==> config.mk <==
export PLATFORM = sky130hd
export DESIGN_NAME = pnpr_ctrl
export DESIGN_NICKNAME = d
export VERILOG_FILES = /design/src/pnpr_pkg.sv /design/src/pnpr_ctrl.sv
export SDC_FILE = /design/constraint.sdc
export NUM_CORES = 1
export LEC_CHECK = 0
export BUFFER_PORTS_ARGS = -buffer_cell sky130_fd_sc_hd__buf_2
export CAP_MARGIN = 20
export CELL_PAD_IN_SITES_DETAIL_PLACEMENT = 2
export CELL_PAD_IN_SITES_GLOBAL_PLACEMENT = 2
export CORE_MARGIN = 1
export CORE_UTILIZATION = 27
export CTS_CLUSTER_DIAMETER = 200
export DETAILED_ROUTE_END_ITERATION = 16
export GPL_ROUTABILITY_DRIVEN = 0
export GPL_TIMING_DRIVEN = 0
export HOLD_SLACK_MARGIN = 0.03
export PLACE_DENSITY_LB_ADDON = 0.1
export SETUP_SLACK_MARGIN = 0.05
export SYNTH_ARGS = -nofsm -noshare
export SYNTH_HDL_FRONTEND = slang
export SYNTH_SLANG_ARGS = --single-unit
==> constraint.sdc <==
create_clock -name clock -period 2.7 [get_ports clock]
set_input_delay 0.135 -clock clock [delete_from_list [all_inputs] [get_ports clock]]
set_output_delay 0.135 -clock clock [all_outputs]
set_load 0.02 [all_outputs]
==> src/pnpr_pkg.sv <==
`timescale 1ns / 1ps
// ----------------------------------------------------------------------------
// pnpr_pkg
// Shared types and constants of the nearest path point reference block:
// field widths, stream packing offsets, codes, controller commands and status.
// ----------------------------------------------------------------------------
package pnpr_pkg;

   // Field widths
   localparam int unsigned COORD_W   = 32;
   localparam int unsigned INDEX_W   = 10;
   localparam int unsigned ACCEL_W   = 18;
   localparam int unsigned MAG_W     = 17;
   localparam int unsigned LEN_CFG_W = 11;

   // Configuration port
   localparam int unsigned CSR_DATA_W = 32;
   localparam int unsigned CSR_ADDR_W = 3;

   // Request stream packing (tdata, lowest bit first)
   localparam int unsigned REQ_TDATA_W   = 216;
   localparam int unsigned REQ_TUSER_W   = 1;
   localparam int unsigned REQ_IDX_LSB   = 0;
   localparam int unsigned REQ_PX_LSB    = 10;
   localparam int unsigned REQ_PY_LSB    = 42;
   localparam int unsigned REQ_PYAW_LSB  = 74;
   localparam int unsigned REQ_PSPD_LSB  = 106;
   localparam int unsigned REQ_VX_LSB    = 138;
   localparam int unsigned REQ_VY_LSB    = 170;
   localparam int unsigned REQ_PREV_LSB  = 202;

   // Response stream packing (tdata, lowest bit first)
   localparam int unsigned RSP_TDATA_W   = 160;
   localparam int unsigned RSP_X_LSB     = 0;
   localparam int unsigned RSP_Y_LSB     = 32;
   localparam int unsigned RSP_SPD_LSB   = 64;
   localparam int unsigned RSP_YAW_LSB   = 96;
   localparam int unsigned RSP_ACC_LSB   = 128;
   localparam int unsigned RSP_TGT_LSB   = 146;

   // Operation codes carried in req_tuser
   localparam logic OP_WRITE = 1'b0;
   localparam logic OP_QUERY = 1'b1;

   // Register indexes (paddr bit 2)
   localparam logic CSR_IDX_COURSE_LENGTH = 1'b0;
   localparam logic CSR_IDX_ACCEL_MAG     = 1'b1;

   // Register reset values and limits
   localparam logic [LEN_CFG_W-1:0] COURSE_LENGTH_RESET = 11'd1;
   localparam logic [MAG_W-1:0]     ACCEL_MAG_RESET     = 17'd6554;
   localparam logic [MAG_W-1:0]     MAG_LIMIT           = 17'd65536;

   // Controller to datapath commands
   typedef struct packed {
      logic write_point;
      logic start_query;
      logic scan_issue;
      logic latch_target;
      logic load_row;
      logic last_row;
   } pnpr_cmd_type;

   // Datapath to controller status
   typedef struct packed {
      logic pipe_busy;
      logic out_free;
   } pnpr_status_type;

endpackage

==> src/pnpr_ctrl.sv <==
`timescale 1ns / 1ps
// ----------------------------------------------------------------------------
// pnpr_ctrl
// Sequencer of the block: takes request transactions, steps the scan
// address over the path, waits for the distance pipeline to drain and
// walks the horizon rows into the response register.
// ----------------------------------------------------------------------------
module pnpr_ctrl #(
   parameter int unsigned LW = 11,
   parameter int unsigned KW = 3,
   parameter int unsigned HORIZON = 5
) (
   input  logic                     clock,
   input  logic                     reset,
   input  logic                     req_tvalid,
   input  logic                     req_operation,
   output logic                     req_tready,
   input  logic [LW-1:0]            len,
   input  pnpr_pkg::pnpr_status_type status,
   output pnpr_pkg::pnpr_cmd_type   cmd,
   output logic [LW-1:0]            scan_idx,
   output logic [KW-1:0]            row_idx
);

   typedef enum logic [4:0] {
      ST_IDLE  = 5'b00001,
      ST_SCAN  = 5'b00010,
      ST_DRAIN = 5'b00100,
      ST_FETCH = 5'b01000,
      ST_LOAD  = 5'b10000
   } pnpr_state_type;

   pnpr_state_type state_ff, state_in;
   logic [LW-1:0]  scan_ff, scan_in;
   logic [KW-1:0]  row_ff, row_in;
   logic           row_last;

   assign scan_idx = scan_ff;
   assign row_idx  = row_ff;
   assign row_last = (row_ff == KW'(HORIZON - 1));

   // Next state and command decode
   always_comb begin
      state_in   = state_ff;
      scan_in    = scan_ff;
      row_in     = row_ff;
      req_tready = 1'b0;
      cmd        = '0;
      unique case (state_ff)
         ST_IDLE: begin
            req_tready = 1'b1;
            if (req_tvalid) begin
               if (req_operation == pnpr_pkg::OP_QUERY) begin
                  cmd.start_query = 1'b1;
                  scan_in         = '0;
                  state_in        = ST_SCAN;
               end else begin
                  cmd.write_point = 1'b1;
               end
            end
         end
         ST_SCAN: begin
            cmd.scan_issue = 1'b1;
            if (scan_ff == len - LW'(1)) begin
               state_in = ST_DRAIN;
            end else begin
               scan_in = scan_ff + LW'(1);
            end
         end
         ST_DRAIN: begin
            if (!status.pipe_busy) begin
               cmd.latch_target = 1'b1;
               row_in           = '0;
               state_in         = ST_FETCH;
            end
         end
         ST_FETCH: begin
            state_in = ST_LOAD;
         end
         ST_LOAD: begin
            if (status.out_free) begin
               cmd.load_row = 1'b1;
               cmd.last_row = row_last;
               if (row_last) begin
                  state_in = ST_IDLE;
               end else begin
                  row_in   = row_ff + KW'(1);
                  state_in = ST_FETCH;
               end
            end
         end
         default: begin
            state_in = ST_IDLE;
         end
      endcase
   end

   // Hold state and counters
   always_ff @(posedge clock) begin
      if (reset) begin
         state_ff <= ST_IDLE;
         scan_ff  <= '0;
         row_ff   <= '0;
      end else begin
         state_ff <= state_in;
         scan_ff  <= scan_in;
         row_ff   <= row_in;
      end
   end

endmodule

==> metrics.txt <==
vias in the first global route about 1,700; Final Util about a third; synth unique cells 48; Placement Setup Slack -0.539 ns; Max Slew Vio Count 0; CP cell instances buf_2 -> inv_1 -> ha_4 -> or3b_2 -> or4_4 -> a211oi_2 -> o2111ai_2 -> o21ai_4 -> mux2_4 -> nor2_1; # port buffers 34; Synth Net Count 213; clock latency on the worst-skew pair approximately 0.26 ns; All-Layer GR Usage 17.7%; Setup TNS 0 ns; HP Class input pin to flop; Initial Utilization 28.6%; DR iter-0 viols 34; slew at the pin closest to its max-slew limit between 0.4 and 0.5 ns; drt wl/cell 16.4 um; status finished, final reports clean; num rows 26; total wire length 4950 um; clk sinks 19; Peak VDD IR 189 uV; fin crit share a little over nine tenths; Slew headroom 66.6%; antenna violations before repair 0; Routed Antenna Nets 0; Layout area overhead 23.6%; final hold viol count 0; Setup crit start kind input pin; first-pass GRT wire length 8410 um; Mapped Area 1500 um^2; register bit total from synthesis 19; detailed placement HPWL about 4000 um; vias per cell roughly 5.2; post-synthesis instance total roughly 190; hold buffers post-CTS 0; CP Data Required Time 2.90 ns; largest net degree at the start of global routing 11; setup violators final 0; First-pass DRT Iterations 4; CTS buffer count 3; Antenna Cells 0; syn_area_per_cell 7.79 um^2; Slowest Stage Delay on Critical Path 0.47 ns; drt drc 0; reg-to-reg slack, setup roughly 0.25 ns; die width 76.4 um; yosys warns 0; clock slew at reported path FFs about 0.080 ns; TritonCTS clock tree built; max cap viols 0; Clock Skew 0.00117 ns; crit end category flop; share of cells above drive strength 1 around a quarter; I/O pins 38; core area 5240 um^2; Pwr Density 331 nW/um^2; worst-case clock buffer depth 2; CTS Root Cell clkbuf_8; sequential element share of the synthesized area 25.4%; Worst Path Arrival 2.73 ns; slowest cell on the critical path or3b_2; Chip Height 76.4 um; Final nets 254; Period minus WS final 2.53 ns; leak pwr approximately 0.7 nW; Total Power 0.612 mW; worst setup margin 0.171 ns; Fmax achieved 395 MHz; full die area 5840 um^2; Via Count 1,585; H-tree depth 1; CP Class input pin to flop; CP max FO 8; GRT overflow 0; RSZ-0062 raised after global routing false
==> cells in the mapped netlist (all sizes together) <==
cell	n	area, um^2
nand2	12	45.0
and2	1	6.26
nor4	1	6.26
and3b	1	8.76
o21ai	10	61.3
or2	3	18.8
a21oi	13	65.1
dfxtp	19	380
ha	4	50.1
o22ai	1	6.26
o31ai	4	30.0
nand2b	2	12.5
mux2i	2	20.0
a211oi	3	27.5
nand4b	1	8.76
nand3	11	55.1
o31a	1	8.76
or4	6	48.8
or3b	1	8.76
nand4	2	12.5
nor2	19	71.3
o221a	1	11.3
a31oi	1	6.26
or3	6	37.5
nor4b	2	23.8
a21boi	1	7.51
mux2	1	15.0
xnor2	13	114
and3	5	31.3
nor3	5	25.0
clkbuf	5	18.8
xnor3	1	22.5
nor3b	3	22.5
nor2b	3	18.8
inv	11	41.3
o211ai	6	45.0
o2111ai	3	38.8
a2111oi	1	10.0
buf	3	20.0
xor2	4	35.0
==> stage by stage <==
stage	cells	cell area, um^2	hold slack, ns
final	302	1850	0.221
after global routing	302	1850	0.253
after CTS	299	1800	0.224
after detailed placement	296	1750	0.496
after global placement	296	1750	0.475
after floorplan	192	1500	0.327
==> power breakdown <==
part           switching, mW  total (mW)  leakage (nW)  internal [mW]
logic                 0.0727       0.119         0.534         0.0458
clock network          0.102       0.207        0.0228          0.105
registers            0.00454       0.287         0.153          0.283
==> state kept, by name (all words and copies together) (netlist names) <==
register and flops:
row_idx 3, scan_idx 11, state_ff 5
==> critical path, delay by kind of cell <==
| kind | cells | cell delay [ns] |
|---|---|---|
| adders and majority gates | 1 | 0.22 |
| buffers and inverters | 2 | 0.24 |
| AOI/OAI and AO/OA | 3 | 0.82 |
| muxes | 1 | 0.32 |
| and+or+nand+nor | 3 | 1.00 |
==> layout make-up <==
class | instances | area (um^2)
well taps | 70 | 87.6
clock buffers | 4 | 45.0
flip-flops and latches | 19 | 380
plain buffers | 7 | 35.0
fillers | 637 | 3390
inverters | 11 | 41.3
repair buffers | 37 | 193
multi-input cells | 154 | 1070
==> what timing repair did <==
action                     4_1_cts  5_1_grt
pin swaps                        0        1
gates cloned                     0        0
resized for setup                1        4
setup endpoints to repair       13       12
setup buffers                    0        3
==> kinds of logic (layout without fill, tap and decap cells) <==
| group | count (synthesis) | count (layout) | synth area share (%) |
|---|---|---|---|
| and+or+nand+nor | 84 | 84 | 30.9 |
| AOI/OAI and AO/OA | 45 | 45 | 21.2 |
| DFF | 19 | 19 | 25.4 |
| buffers and inverters | 19 | 59 | 5.35 |
| xor gates and xnor gates | 18 | 18 | 11.5 |
| adders and majority gates | 4 | 4 | 3.34 |
| muxes | 3 | 3 | 2.34 |
==> routing by layer <==
layer	share of wire, %	GRT usage (%)	vias up
li1	-	-	779
met1	49	24.0	777
met2	48	30.0	27
met3	2.7	3.23	2
met4	0.24	1.73	0
met5	0	0	-
==> worst paths after layout <==
path | endpoint | start | cells after the start
worst min register to register | scan_idx[10] | scan_idx[10] | 2
worst min-delay path | state_ff[0] | req_tvalid | 4
worst max-delay path | scan_idx[0] | len[0] | 10
worst max register to register | scan_idx[0] | scan_idx[8] | 7
==> layout by cell type, fill, tap and decap left out, types with 5 or more instances in the layout <==
cell,synthesis,routed
nand2_1,12,12
clkbuf_1,5,5
or4_1,5,5
o21ai_0,5,5
xnor2_1,13,13
nor2_1,19,19
nand3_1,11,11
or3_1,6,6
inv_1,11,11
o211ai_1,6,6
dfxtp_1,19,19
a21oi_1,13,13
and3_1,5,5
buf_2,1,35
(Power assumes the default switching activity.)
